`config.mk`:
```
export PLATFORM = sky130hd
export DESIGN_NAME = font_glyph_bit_expander_unit
export DESIGN_NICKNAME = d
export VERILOG_FILES = /design/src/rtl/fgbe_pkg.sv /design/src/rtl/fgbe_ctrl.sv /design/src/rtl/fgbe_datapath.sv /design/src/rtl/font_glyph_bit_expander_unit.sv
export SDC_FILE = /design/constraint.sdc
export NUM_CORES = 1
export LEC_CHECK = 0
export BUFFER_PORTS_ARGS = -buffer_cell sky130_fd_sc_hd__buf_2
export CAP_MARGIN = 20
export CORE_MARGIN = 2
export CORE_UTILIZATION = 33
export CTS_CLUSTER_SIZE = 16
export DETAILED_ROUTE_END_ITERATION = 8
export PLACE_DENSITY_LB_ADDON = 0.12
export SETUP_SLACK_MARGIN = 0.2
export SYNTH_ARGS = -nofsm -noshare
export SYNTH_HDL_FRONTEND = slang
export SYNTH_SLANG_ARGS = --single-unit
```
`constraint.sdc`:
```
create_clock -name clk -period 3.4 [get_ports clk]
set_clock_uncertainty 0.2 [all_clocks]
set_input_delay 0.17 -clock clk [delete_from_list [all_inputs] [get_ports clk]]
set_output_delay 0.17 -clock clk [all_outputs]
set_load 0.02 [all_outputs]
```
`src/rtl/fgbe_pkg.sv`:
```
`timescale 1ns / 1ps
// shared types and constants for the font glyph bit expander
// used by fgbe_ctrl, fgbe_datapath and font_glyph_bit_expander_unit
package fgbe_pkg;

	localparam logic CMD_HEADER = 1'b0;
	localparam logic CMD_BITMAP = 1'b1;

	localparam logic KIND_PIXEL   = 1'b0;
	localparam logic KIND_ADVANCE = 1'b1;

	localparam logic [1:0] MODE_BAR   = 2'd0;
	localparam logic [1:0] MODE_MERGE = 2'd1;

	localparam logic [1:0] REG_FG_COLOR  = 2'd0;
	localparam logic [1:0] REG_BG_COLOR  = 2'd1;
	localparam logic [1:0] REG_DRAW_MODE = 2'd2;

	localparam logic [15:0] FG_COLOR_RESET = 16'hFFFF;
	localparam logic [15:0] BG_COLOR_RESET = 16'h0000;

	typedef enum logic [1:0] {
		ST_IDLE,
		ST_BITS,
		ST_FLUSH
	} fgbe_state_t;

	typedef struct packed {
		logic hdr_load;
		logic byte_load;
		logic bit_step;
		logic flush_out;
	} fgbe_cmd_t;

	typedef struct packed {
		logic out_free;
		logic pend_valid;
		logic bits_done;
	} fgbe_status_t;

	typedef struct packed {
		logic        kind;
		logic [15:0] color;
		logic [15:0] x;
		logic [15:0] y;
		logic [7:0]  advance;
		logic        glyph_end;
	} fgbe_result_t;

	function automatic logic [15:0] swap16(input logic [15:0] v);
		return {v[7:0], v[15:8]};
	endfunction

endpackage

```
`src/rtl/fgbe_ctrl.sv`:
```
`timescale 1ns / 1ps
// controller state machine of the font glyph bit expander
// depends on fgbe_pkg; drives fgbe_datapath through command and status structs
module fgbe_ctrl
	import fgbe_pkg::*;
(
	input  logic         clk,
	input  logic         arst_n,
	input  logic         in_valid,
	input  logic         cmd,
	output logic         in_ready,
	input  fgbe_status_t status,
	output fgbe_cmd_t    ctl
);

	fgbe_state_t state_q, state_d;

	always_ff @(posedge clk or negedge arst_n) begin
		if (!arst_n) begin
			state_q <= ST_IDLE;
		end else begin
			state_q <= state_d;
		end
	end

	always_comb begin
		state_d = state_q;
		case (state_q)
			ST_IDLE: begin
				if (in_valid) begin
					state_d = (cmd == CMD_BITMAP) ? ST_BITS : ST_FLUSH;
				end
			end
			ST_BITS: begin
				if (status.bits_done) begin
					state_d = ST_FLUSH;
				end
			end
			ST_FLUSH: begin
				if (!status.pend_valid || status.out_free) begin
					state_d = ST_IDLE;
				end
			end
			default: begin
				state_d = ST_IDLE;
			end
		endcase
	end

	always_comb begin
		in_ready      = 1'b0;
		ctl.hdr_load  = 1'b0;
		ctl.byte_load = 1'b0;
		ctl.bit_step  = 1'b0;
		ctl.flush_out = 1'b0;
		case (state_q)
			ST_IDLE: begin
				in_ready      = 1'b1;
				ctl.hdr_load  = in_valid && (cmd == CMD_HEADER);
				ctl.byte_load = in_valid && (cmd == CMD_BITMAP);
			end
			ST_BITS: begin
				ctl.bit_step = !status.bits_done &&
					(status.out_free || !status.pend_valid);
			end
			ST_FLUSH: begin
				ctl.flush_out = status.pend_valid && status.out_free;
			end
			default: begin
				in_ready = 1'b0;
			end
		endcase
	end

endmodule

```
`src/rtl/fgbe_datapath.sv`:
```
`timescale 1ns / 1ps
// datapath of the font glyph bit expander: config, glyph box state,
// bit shifter, pending result and output register; depends on fgbe_pkg
module fgbe_datapath
	import fgbe_pkg::*;
(
	input  logic         clk,
	input  logic         arst_n,
	input  logic         cfg_write,
	input  logic [1:0]   cfg_index,
	input  logic [15:0]  cfg_data,
	input  logic [7:0]   glyph_width,
	input  logic [7:0]   glyph_height,
	input  logic signed [7:0] x_offset,
	input  logic signed [7:0] y_offset,
	input  logic [7:0]   x_advance,
	input  logic [15:0]  pen_x,
	input  logic [15:0]  pen_y,
	input  logic [7:0]   bitmap_byte,
	input  fgbe_cmd_t    ctl,
	output fgbe_status_t status,
	input  logic         out_ready,
	output logic         out_valid,
	output fgbe_result_t out_res,
	output logic         out_last
);

	logic [15:0] fg_color_q, bg_color_q;
	logic [1:0]  draw_mode_q;

	logic [15:0] box_x_q, box_y_q;
	logic [7:0]  box_width_q, box_height_q;
	logic [7:0]  column_count_q, row_count_q;
	logic        glyph_active_q;

	logic [7:0]  byte_q;
	logic [3:0]  bit_idx_q;

	fgbe_result_t pend_q;
	logic         pend_valid_q;
	fgbe_result_t out_q;
	logic         out_last_q;
	logic         out_valid_q;

	logic         out_free;
	logic         bit_set;
	logic [7:0]   col_next, row_next;
	logic         col_wrap, glyph_done;
	logic         emit;
	fgbe_result_t pix_res, hdr_res;
	logic         out_load;

	assign out_free = !out_valid_q || out_ready;

	assign status.out_free   = out_free;
	assign status.pend_valid = pend_valid_q;
	assign status.bits_done  = bit_idx_q[3] || !glyph_active_q;

	// one glyph bit per step
	assign bit_set    = byte_q[7];
	assign col_next   = column_count_q + 8'd1;
	assign col_wrap   = col_next >= box_width_q;
	assign row_next   = row_count_q + 8'd1;
	assign glyph_done = col_wrap && (row_next >= box_height_q);
	assign emit       = (draw_mode_q == MODE_BAR) || ((draw_mode_q == MODE_MERGE) && bit_set);

	always_comb begin
		pix_res.kind      = KIND_PIXEL;
		pix_res.color     = (draw_mode_q == MODE_BAR && !bit_set) ?
			swap16(bg_color_q) : swap16(fg_color_q);
		pix_res.x         = box_x_q + {8'd0, column_count_q};
		pix_res.y         = box_y_q + {8'd0, row_count_q};
		pix_res.advance   = 8'd0;
		pix_res.glyph_end = glyph_done;

		hdr_res.kind      = KIND_ADVANCE;
		hdr_res.color     = 16'd0;
		hdr_res.x         = 16'd0;
		hdr_res.y         = 16'd0;
		hdr_res.advance   = (glyph_width == 8'd0) ? x_advance :
			(8'(x_offset) + glyph_width);
		hdr_res.glyph_end = 1'b0;
	end

	assign out_load = ctl.flush_out || (ctl.bit_step && emit && pend_valid_q);

	always_ff @(posedge clk or negedge arst_n) begin
		if (!arst_n) begin
			fg_color_q     <= FG_COLOR_RESET;
			bg_color_q     <= BG_COLOR_RESET;
			draw_mode_q    <= MODE_BAR;
			box_x_q        <= 16'd0;
			box_y_q        <= 16'd0;
			box_width_q    <= 8'd0;
			box_height_q   <= 8'd0;
			column_count_q <= 8'd0;
			row_count_q    <= 8'd0;
			glyph_active_q <= 1'b0;
			bit_idx_q      <= 4'd0;
			pend_valid_q   <= 1'b0;
			out_valid_q    <= 1'b0;
		end else begin
			if (cfg_write) begin
				case (cfg_index)
					REG_FG_COLOR:  fg_color_q  <= cfg_data;
					REG_BG_COLOR:  bg_color_q  <= cfg_data;
					REG_DRAW_MODE: draw_mode_q <= cfg_data[1:0];
					default: begin
					end
				endcase
			end

			if (ctl.hdr_load) begin
				box_x_q        <= pen_x + 16'(signed'(x_offset));
				box_y_q        <= pen_y + 16'(signed'(y_offset));
				box_width_q    <= glyph_width;
				box_height_q   <= glyph_height;
				column_count_q <= 8'd0;
				row_count_q    <= 8'd0;
				glyph_active_q <= (glyph_width != 8'd0) && (glyph_height != 8'd0);
				pend_valid_q   <= 1'b1;
			end

			if (ctl.byte_load) begin
				bit_idx_q <= 4'd0;
			end

			if (ctl.bit_step) begin
				bit_idx_q <= bit_idx_q + 4'd1;
				if (col_wrap) begin
					column_count_q <= 8'd0;
					row_count_q    <= row_next;
					if (glyph_done) begin
						glyph_active_q <= 1'b0;
					end
				end else begin
					column_count_q <= col_next;
				end
				if (emit) begin
					pend_valid_q <= 1'b1;
				end
			end

			if (ctl.flush_out) begin
				pend_valid_q <= 1'b0;
			end

			if (out_load) begin
				out_valid_q <= 1'b1;
			end else if (out_ready) begin
				out_valid_q <= 1'b0;
			end
		end
	end

	// payload registers
	always_ff @(posedge clk) begin
		if (ctl.byte_load) begin
			byte_q <= bitmap_byte;
		end else if (ctl.bit_step) begin
			byte_q <= {byte_q[6:0], 1'b0};
		end

		if (ctl.hdr_load) begin
			pend_q <= hdr_res;
		end else if (ctl.bit_step && emit) begin
			pend_q <= pix_res;
		end

		if (out_load) begin
			out_q      <= pend_q;
			out_last_q <= ctl.flush_out;
		end
	end

	assign out_valid = out_valid_q;
	assign out_res   = out_q;
	assign out_last  = out_last_q;

endmodule

```
`src/rtl/font_glyph_bit_expander_unit.sv`:
```
`timescale 1ns / 1ps
// top level of the font glyph bit expander
// depends on fgbe_pkg, fgbe_ctrl and fgbe_datapath
//
// A header request (cmd 0) opens a glyph box and answers with one pen advance
// result; each bitmap request (cmd 1) expands up to eight glyph bits, msb first,
// into pixel results by draw mode (bar, merge or none). One request is handled
// at a time. A bitmap byte is consumed one glyph bit per step (at most 8) by the
// single bit-step datapath, which stalls while a held result cannot move on; one
// result is held back so the last result of a request can be flagged, and the
// output register lets the next request be taken while a result waits.
// Configuration writes are always ready and must only happen while idle.
module font_glyph_bit_expander_unit
	import fgbe_pkg::*;
(
	input  logic        clk,
	input  logic        arst_n,

	input  logic        cfg_valid,
	output logic        cfg_ready,
	input  logic [1:0]  cfg_index,
	input  logic [15:0] cfg_data,

	input  logic        in_valid,
	output logic        in_ready,
	input  logic        cmd,
	input  logic [7:0]  glyph_width,
	input  logic [7:0]  glyph_height,
	input  logic signed [7:0] x_offset,
	input  logic signed [7:0] y_offset,
	input  logic [7:0]  x_advance,
	input  logic [15:0] pen_x,
	input  logic [15:0] pen_y,
	input  logic [7:0]  bitmap_byte,

	output logic        out_valid,
	input  logic        out_ready,
	output logic        kind,
	output logic [15:0] pixel_color,
	output logic [15:0] pixel_x,
	output logic [15:0] pixel_y,
	output logic [7:0]  advance,
	output logic        glyph_end,
	output logic        last
);

	fgbe_cmd_t    ctl;
	fgbe_status_t status;
	fgbe_result_t res;

	assign cfg_ready = 1'b1;

	fgbe_ctrl u_ctrl (
		.clk      (clk),
		.arst_n   (arst_n),
		.in_valid (in_valid),
		.cmd      (cmd),
		.in_ready (in_ready),
		.status   (status),
		.ctl      (ctl)
	);

	fgbe_datapath u_datapath (
		.clk          (clk),
		.arst_n       (arst_n),
		.cfg_write    (cfg_valid),
		.cfg_index    (cfg_index),
		.cfg_data     (cfg_data),
		.glyph_width  (glyph_width),
		.glyph_height (glyph_height),
		.x_offset     (x_offset),
		.y_offset     (y_offset),
		.x_advance    (x_advance),
		.pen_x        (pen_x),
		.pen_y        (pen_y),
		.bitmap_byte  (bitmap_byte),
		.ctl          (ctl),
		.status       (status),
		.out_ready    (out_ready),
		.out_valid    (out_valid),
		.out_res      (res),
		.out_last     (last)
	);

	assign kind        = res.kind;
	assign pixel_color = res.color;
	assign pixel_x     = res.x;
	assign pixel_y     = res.y;
	assign advance     = res.advance;
	assign glyph_end   = res.glyph_end;

endmodule
```
# == Yosys cells after proc, flatten, opt, wreduce, memory -nomap -nowiden ==
# Index checks and enable logic that the tools add are counted.
# totals
memories,0
latchBits,0
in_bits,104
wordCells,114
output_inout_bits,62
mem_bits_ro,0
regBits,232
mem_bits_rw,0
# classes
n_lt_le_gt_ge,2
n_mul,0
bitwise,1
n_addsub,8
shifts,0
div_mod_pow,0
n_mux,33
reduce_logical,34
n_eq_ne,8
# op_table
cell,count
2-to-1 mux 8 bit,9
adder 16 bit,2
adder 16 x 8 -> 16 bit,2
2-to-1 mux 9 bit,2
adder 8 x 1 -> 8 bit (second input constant),2
>= comparator 8 bit,2
2-to-1 mux 16 bit,1
nonzero test 8 bit,2
2-to-1 mux 1 bit,13
logical AND 1 bit,10
2-to-1 mux 2 bit,5
adder 8 bit,1
zero test 8 bit,1
2-to-1 mux 4 bit,2
nonzero test 2 bit,4
== test 2 x 1 -> 1 bit (second input constant),3
zero test 2 bit,3
one-hot mux 2 bit (3 select lines),1
AND reduction 2 bit,3
zero test 1 bit,5
logical OR 1 bit,5
adder 4 x 1 -> 4 bit (second input constant),1
== test 2 bit (second input constant),2
inequality test 2 x 1 -> 1 bit (second input constant),2
other kinds (3),3

# == Longest topological paths before layout ==
# Gate-level depths: netlist (run 1).
# logic_depth
depth_word,9
ltp_mapped,11
depth_no_buf,10

# == Hierarchy ==
# Synthesis (run 1) repeated with hierarchy kept, for this count alone.
# unflattened
hier_cells,1043
area_unflattened_um2,11700.0
# by_module_without_submodules
module,seq_area_each_um2,area_per_inst_um2,instances,cells_each
fgbe_datapath,5900.7,11546.1,1,1027
fgbe_ctrl,50.0,142.6,1,14
font_glyph_bit_expander_unit,0.0,11.3,1,2

# == Least setup slack after synthesis (run 1) ==
# Ideal clock, no wire load.
# synth_path
path_type,reg-to-reg
from,reg u_datapath.column_count_q[0]
to,reg u_datapath.row_count_q[0]
setup_slack_ps,428
setup_ps,127
t_required_ps,3073
period_less_slack_ps,2972
arrival_time_ps,2645
path_stages_with_launch,12
path_buffers,1
cell_sequence,dfrtp_1 > ha_1 > nor2b_1 > or2_2 > ha_1 > a21o_1 > a31oi_1 > o21ai_0 > a31oi_2 > clkbuf_1 > nor3_1 > or2_2
# synth_via
elab_chain_len,4
# synth_lines
element,line,rtl
start: declaration,fgbe_datapath.sv:33,"logic [7:0] column_count_q, row_count_q;"
start signal: assignment,fgbe_datapath.sv:137,column_count_q <= col_next;
adder 8 x 1 -> 8 bit,fgbe_datapath.sv:61,assign col_next = column_count_q + 8'd1;
>= comparator 8 bit,fgbe_datapath.sv:62,assign col_wrap = col_next >= box_width_q;
2-to-1 mux 8 bit,fgbe_datapath.sv:130,if (col_wrap) begin
2-to-1 mux 8 bit,fgbe_datapath.sv:128,if (ctl.bit_step) begin
end signal: assignment,fgbe_datapath.sv:132,row_count_q <= row_next;
end: declaration,fgbe_datapath.sv:33,
# No other way between the ends.
# A chain may end at the register's enable or synchronous reset.

# == Final worst setup path (run 1) ==
# layout_path
from,reg u_datapath.column_count_q[0]
to,reg u_datapath.row_count_q[2]
# Same word-level chain as after synthesis.

==> impl_metrics.env, run 1 <==
export IMPL_status="finished clean"
export IMPL_min_period_ns=2.99
export IMPL_synth_compound_area_share_pct=14.3
export IMPL_area_delta_synth_final_pct=28.5
export IMPL_ys_types=64
export IMPL_dr_pass1_iters=6
export IMPL_grt_max_degree=75
export IMPL_antenna_cells=0
export IMPL_synthXorXnorAreaFrac_pct=4.76
export IMPL_die_area_um2=36600
export IMPL_synth_top_family_by_area="compound AO/OA/AOI/OAI gates"
export IMPL_clkLatencyLatePin_ns=0.53
export IMPL_netlist_instances=1072
export IMPL_power_mw=10.2
export IMPL_drive_gt1_share_pct=22.1
export IMPL_critPathCaptureType="flop"
export IMPL_rows=68
export IMPL_place_area_um2=13000
export IMPL_cts_resized=0
export IMPL_crit_chain="ha_1, nor2b_1, or2_2, ha_1, a21o_1, a31oi_1, o21ai_0, a31oi_2, nor2_1, buf_4, a311o_1"
export IMPL_p_clk_share_pct=28.8
export IMPL_finalSetupViolations=0
export IMPL_path_class="flop to flop"
export IMPL_synth_cell_area_um2=11600
export IMPL_numPortBuffers=164
export IMPL_clock_sinks=232
export IMPL_async_flop_share_pct=46.1
export IMPL_synth_simple_area_share_pct=12.0
export IMPL_clk_path_buf_depth=3
export IMPL_power_frac_comb_pct=27.9
export IMPL_die_x_um=191
export IMPL_period_share_pct=88.0
export IMPL_synth_ff_type="dfrtp_1"
export IMPL_drcViolationCount=0
export IMPL_rsz0062_at_grt="no"
export IMPL_stdcell_count=1815
export IMPL_via_count=8668
export IMPL_cap_violations=0
export IMPL_hold_buffers=97
export IMPL_tns_ns=0
export IMPL_initial_core_util_pct=33.5
export IMPL_grt_total_usage_pct=15.5
export IMPL_design_area_um2=14900
export IMPL_nFillCells=3370
export IMPL_grt_pass1_wl_mm=45.8
export IMPL_tightest_slew_ns=1.01
export IMPL_switching_share_pct=32.4
export IMPL_intPower_mw=6.91
export IMPL_wirelength_mm=27.9
export IMPL_maxSlewViolCount=0
export IMPL_die_h_um=191
export IMPL_clk_pin_slew_ns=0.06
export IMPL_place_inst=1668
export IMPL_gp_congestion=0.824
export IMPL_synth_area_mux_share_pct=6.29
export IMPL_fp_coreArea_um2=34500
export IMPL_p_per_area_nw_per_um2=687
export IMPL_grt_pass1_vias=8791
export IMPL_cp_arrival_ns=3.21
export IMPL_slew_headroom_pct=32.8
export IMPL_start_kind="flop"
export IMPL_overflow=0
export IMPL_slowest_delay_ns=0.44
export IMPL_htreeDepth=1
export IMPL_ys_warn_count=0
export IMPL_p_leak_nw=6.40
export IMPL_antenna_left=0
export IMPL_cts_root_buf="clkbuf_16"
export IMPL_cts_tree="built"
export IMPL_yosysSeqAreaShare_pct=51.4
export IMPL_power_share_sequential_pct=43.3
export IMPL_antenna_found_initial=0
export IMPL_synth_fa_ha_area_share_pct=8.64
export IMPL_yosys_register_bits=232
export IMPL_cts_made_buffers=27
export IMPL_cp_required_ns=3.61
export IMPL_fmax_ghz=0.334
export IMPL_syn_num_nets=1253
export IMPL_hpwl_mm=20.0
export IMPL_viasPerCell=4.78
export IMPL_critPathMaxFanout=7
export IMPL_synth_edf_count=75
export IMPL_cts_setup_buffers=0
export IMPL_ir_drop_mv=0.337
export IMPL_drt_initial_drc_count=341
export IMPL_wl_per_cell_um=15.4
export IMPL_cpMaxStageDelayCell="dfrtp_1"
export IMPL_p_sw_mw=3.31
export IMPL_hold_viol_final=0
export IMPL_ios=166
export IMPL_fin_nets=1520
export IMPL_hp_class="input port to flop"
export IMPL_cpMostUsedCell="ha_1"
export IMPL_avgSynthCellArea_um2=10.8
[registers in the layout, summed over array words and instances (netlist names), 4 cells and up]
signal,cells
u_datapath.box_x_q,16
u_datapath.pend_q,58
u_datapath.box_y_q,16
u_datapath.out_res,58
u_datapath.column_count_q,8
u_datapath.box_height_q,8
u_datapath.row_count_q,8
u_datapath.bit_idx_q,4
u_datapath.box_width_q,8
u_datapath.bg_color_q,16
u_datapath.fg_color_q,16
u_datapath.byte_q,8
[critical path: cells and delay by family, from the launching register on]
family,cells,cell delay (ns)
flip-flops,1,0.44
buffers and inverters,1,0.18
adder cells (fa/ha/maj),2,0.54
AND/OR/NAND/NOR,3,0.48
AO/OA/AOI/OAI,5,1.05
[per-layer routing]
| layer | share of wire (%) | GRT usage (%) |
|---|---|---|
| met2 | 44 | 25.2 |
| met4 | 1.4 | 3.14 |
| met3 | 4.0 | 1.96 |
| met5 | 0 | 0 |
| met1 | 50 | 22.2 |
[cell type report]
class	instances	area (um^2)	share of cell area, %
multi-input combinational	764	5360	36.0
tap	455	569	3.83
clock buffer	41	851	5.72
inverter	38	143	0.959
timing repair buffer	276	1930	13.0
sequential	232	5950	40.0
clock inverter	9	78.8	0.530
[through the flow]
step | worst slack, ns | hold WS, ns | utilization, %
after floorplan | 0.428 | -0.326 | -
after global placement | 0.440 | 0.182 | 37.6
after detailed placement | 0.398 | 0.189 | 37.6
after CTS | 0.378 | 0.00529 | 43.1
after global routing | 0.219 | 0.0646 | 43.1
final | 0.408 | 0.0339 | 43.1
[layout by cell type, fill, tap and decap left out, drive strengths merged, types with 6 or more instances in the layout]
cell / n
inv: 39
dfxtp: 50
xnor2: 38
dlygate4sd3: 97
a211oi: 33
nor4: 7
mux2: 46
and3: 12
and2: 8
nor2: 71
xor2: 25
nor2b: 18
a31oi: 6
or3: 6
nor3: 14
clkbuf: 41
nand3: 22
a21o: 16
o211ai: 9
edfxtp: 75
o21ai: 91
mux2i: 21
dfrtp: 91
a21oi: 55
ha: 72
buf: 179
a32o: 6
o21a: 6
nand2b: 7
nand2: 111
o31ai: 6
dfstp: 16
[cell usage after synthesis (6+ instances only)]
library cell  instances  area (um^2)
xnor2_1              38          333
edfxtp_1             75         2250
nand2_1             111          417
nand3_1              22          110
inv_1                38          143
nor3_1               13         65.1
mux2_2               46          518
ha_1                 72          901
o21ai_0              91          455
nor2_1               71          267
mux2i_1              21          210
o211ai_1              8         60.1
o21a_1                6         45.0
nand2b_1              7         43.8
a21oi_1              54          270
buf_2                 7         35.0
nor2b_1              18          113
o31ai_1               6         45.0
clkbuf_1             25         93.8
dfrtp_1              91         2280
nor4_1                7         43.8
and3_1               12         75.1
dfxtp_1              50         1000
or3_1                 6         37.5
a211oi_1             33          248
a32o_1                6         60.1
dfstp_2              16          420
a21o_1               16          120
and2_1                8         50.1
xor2_1               25          219
[path summary, 6_finish.rpt]
kind                                              start                   endpoint  slack [ns]  cells after the start
setup / recovery           u_datapath.column_count_q[0]  u_datapath.row_count_q[2]        0.41                     11
hold / removal                              y_offset[1]      u_datapath.box_y_q[3]        0.03                      5
setup reg to reg           u_datapath.column_count_q[0]  u_datapath.row_count_q[2]        0.41                     11
hold reg to reg                    u_datapath.pend_q[8]      u_datapath.out_res[8]        0.21                      0
max in group asynchronous                        arst_n     u_datapath.box_y_q[11]        2.06                      3
min in group asynchronous                        arst_n   u_datapath.bg_color_q[6]        0.12                      2
[logic make-up (layout without fill, tap and decap cells)]
family | after synthesis | count (layout)
simple gates | 296 | 296
compound gates | 260 | 260
flops | 232 | 232
fa+ha+maj | 77 | 77
buf+inv | 76 | 364
mux | 67 | 67
xor+xnor | 63 | 63
other cells | 1 | 1
[power groups by stage]
stage | clock network [mW] | logic [mW] | registers, mW
5_1_grt | 3.14 | 3.24 | 4.55
6_report | 2.94 | 2.85 | 4.43
3_5_place_dp | 0 | 2.77 | 4.49
3_3_place_gp | 0 | 2.76 | 4.47
4_1_cts | 3.05 | 2.90 | 4.44
2_1_floorplan | 0 | 1.69 | 4.58
(Power assumes the default switching activity.)
==> run 2: changes to the inputs <==
--- a/config.mk
+++ b/config.mk
@@ -5,6 +5,7 @@
 export SDC_FILE = /design/constraint.sdc
 export NUM_CORES = 1
 export LEC_CHECK = 0
+export ABC_AREA = 1
 export BUFFER_PORTS_ARGS = -buffer_cell sky130_fd_sc_hd__buf_2
 export CAP_MARGIN = 20
 export CORE_MARGIN = 2
==> run 2 against run 1 <==
Net effect:
- the run now ends with negative hold slack left
- wire length grew 17%
- sequential share of layout area shrank 2.3 points
- sequential cell count is the same
- first-iteration DRC count grew 33%
- final area grew 6.2%
- total power grew 3.3%
==> impl_metrics.env, run 2 <==
export IMPL_die_area_um2=39300
export IMPL_violations="negative hold slack"
export IMPL_wl_per_cell_um=14.0
export IMPL_cts_root_buf="clkbuf_16"
export IMPL_synth_edf_count=75
export IMPL_clk_path_buf_depth=3
export IMPL_place_inst=2180
export IMPL_holdPathStages=4
export IMPL_rsz0062_at_grt="no"
export IMPL_hp_class="input port to flop"
export IMPL_synth_largest_area_cell="dfrtp_1"
export IMPL_drcViolationCount=0
export IMPL_htreeDepth=1
export IMPL_yosys_register_bits=232
export IMPL_cp_required_ns=3.63
export IMPL_final_common_cell="nand2_1"
export IMPL_antenna_left=0
export IMPL_cts_made_buffers=28
export IMPL_viasPerCell=4.53
export IMPL_place_area_um2=13900
export IMPL_fp_coreArea_um2=37400
export IMPL_holdPathEnd="u_datapath.box_x_q[3]"
export IMPL_overflow=0
export IMPL_drt_initial_drc_count=453
export IMPL_synth_cell_area_um2=12500
export IMPL_grt_total_usage_pct=17.2
export IMPL_fmax_ghz=0.349
export IMPL_critPathCaptureType="flop"
export IMPL_drive_gt1_share_pct=13.8
export IMPL_yosys_top_cells_area="dfrtp_1, edfxtp_1, nand2_1"
export IMPL_layout_common_cells="nand2_1, inv_1, buf_2, nand3_1, o21ai_0"
export IMPL_ir_drop_mv=0.307
export IMPL_rows=71
export IMPL_initial_core_util_pct=33.3
export IMPL_status="finished, violations left"
export IMPL_start_kind="input port"
export IMPL_path_class="input port to flop"
export IMPL_tns_ns=0
export IMPL_dr_pass1_iters=5
export IMPL_netlist_top_cells_count="nand2_1, inv_1, nand3_1"
export IMPL_critPathMaxFanout=5
export IMPL_clk_pin_slew_ns=0.06
export IMPL_ys_types=42
export IMPL_synth_ff_type="dfrtp_1"
export IMPL_antenna_found_initial=0
export IMPL_grt_pass1_wl_mm=54.0
export IMPL_hp_start="x_offset[3]"
export IMPL_design_area_um2=15800
export IMPL_nFillCells=3843
export IMPL_clock_sinks=232
export IMPL_cp_arrival_ns=3.10
export IMPL_area_delta_synth_final_pct=26.9
export IMPL_slew_headroom_pct=51.8
export IMPL_clkLatencyLatePin_ns=0.55
export IMPL_multiInputGateArea_um2=5500
export IMPL_fin_nets=1983
export IMPL_r2r_start="u_datapath.column_count_q[0]"
export IMPL_cap_violations=0
export IMPL_netlist_instances=1527
export IMPL_final_util_pct=42.3
export IMPL_antenna_cells=0
export IMPL_via_count=10600
export IMPL_die_h_um=198
export IMPL_stdcell_count=2335
export IMPL_numPortBuffers=164
export IMPL_ff_latch_area_um2=5950
export IMPL_wirelength_mm=32.6
export IMPL_async_flop_share_pct=46.1
export IMPL_rrSetupSlack_ns=0.60
export IMPL_p_leak_nw=7.95
export IMPL_syn_num_nets=1708
export IMPL_rr_worst_depth=11
export IMPL_min_period_ns=2.86
export IMPL_tightest_slew_ns=0.724
export IMPL_rr_endpoint="u_datapath.row_count_q[5]"
export IMPL_hpwl_mm=23.6
export IMPL_grt_max_degree=59
export IMPL_yosysSeqAreaShare_pct=47.8
export IMPL_hold_viol_final=1
export IMPL_finalSetupViolations=0
export IMPL_whs_ns=-0.00188
export IMPL_yosysMostFrequentCell="nand2_1"
export IMPL_p_per_area_nw_per_um2=668
export IMPL_gp_congestion=0.850
export IMPL_ys_warn_count=0
export IMPL_netlist_area_leader_share_pct=18.3
export IMPL_avgSynthCellArea_um2=8.16
export IMPL_cts_tree="built"
export IMPL_grt_pass1_vias=10600
export IMPL_die_x_um=198
export IMPL_maxSlewViolCount=0
export IMPL_period_share_pct=84.2
export IMPL_ios=166
==> run 2: changes by cell type in the layout (fill, tap and decap cells not counted), sizes merged, moves of 18 or more <==
cell and change:
nand4 +18, nor2b -18, inv +186, nand3 +99, a211oi -33, mux2 -39, mux2i -21, nand2 +333
==> run 2: final cells by class <==
class / count / share of cell area (%)
inverter: 227 / 5.39
multi-input combinational: 1033 / 34.8
clock buffer: 45 / 5.30
clock inverter: 7 / 0.237
tap: 511 / 4.04
sequential: 232 / 37.6
timing repair buffer: 280 / 12.6
==> run 2: logic make-up (layout without fill, tap and decap cells) <==
group	count (synthesis)	after routing	synth area share, %
and+or+nand+nor	704	704	23.6
buffers and inverters	262	559	8.24
DFF	232	232	47.8
AOI/OAI and AO/OA	205	205	8.92
adders and majority gates	77	77	8.04
xor gates and xnor gates	39	39	2.74
muxes	7	7	0.633
other	1	1	0.0301
==> run 2: worst max-delay path, cell delays in order <==
cell,delay (ns)
dlygate4sd3_1,0.53
buf_2,0.12
ha_1,0.36
nand2_1,0.16
inv_1,0.05
a21oi_1,0.18
nand2_1,0.12
nand2_1,0.09
nand3_1,0.07
dlygate4sd3_1,0.56
nand3_1,0.08
dlygate4sd3_1,0.54
nand2_1,0.04
==> run 2: repair_timing <==
action,CTS,global route
buffers inserted,0,0
gates resized for setup,0,0
hold buffers,102,0
endpoints found under the hold margin,148,0
==> run 2: through the flow <==
stage / worst slack, ns / total power [mW]
floorplan: 0.645 / 6.58
global placement: 0.656 / 7.66
detailed placement: 0.632 / 7.70
CTS: 0.566 / 10.7
global route: 0.348 / 11.4
finish: 0.537 / 10.6
==> run 2: metal layers <==
| metal | vias up | track usage (%) | wire, um |
|---|---|---|---|
| li1 | 5512 | - | - |
| met1 | 4847 | 23.2 | 15900 |
| met2 | 172 | 28.9 | 14800 |
| met3 | 41 | 2.25 | 1270 |
| met4 | 0 | 4.65 | 609 |
| met5 | - | 0 | 0 |
==> run 2: worst max path at each step <==
| stage | cells past startpoint | from | end |
|---|---|---|---|
| final | 13 | y_offset[5] | u_datapath.box_y_q[15] |
| after global routing | 11 | u_datapath.column_count_q[0] | u_datapath.row_count_q[1] |
| after CTS | 13 | y_offset[5] | u_datapath.box_y_q[15] |
| after detailed placement | 11 | u_datapath.column_count_q[0] | u_datapath.row_count_q[2] |
| after global placement | 11 | u_datapath.column_count_q[0] | u_datapath.row_count_q[0] |
| after floorplan | 6 | u_datapath.out_valid | u_datapath.out_last |
==> run 2: where the power goes <==
group          internal [mW]  switching, mW  total (mW)
sequential              3.99          0.554        4.55
combinational           1.17           2.00        3.17
clock                   1.68           1.16        2.83
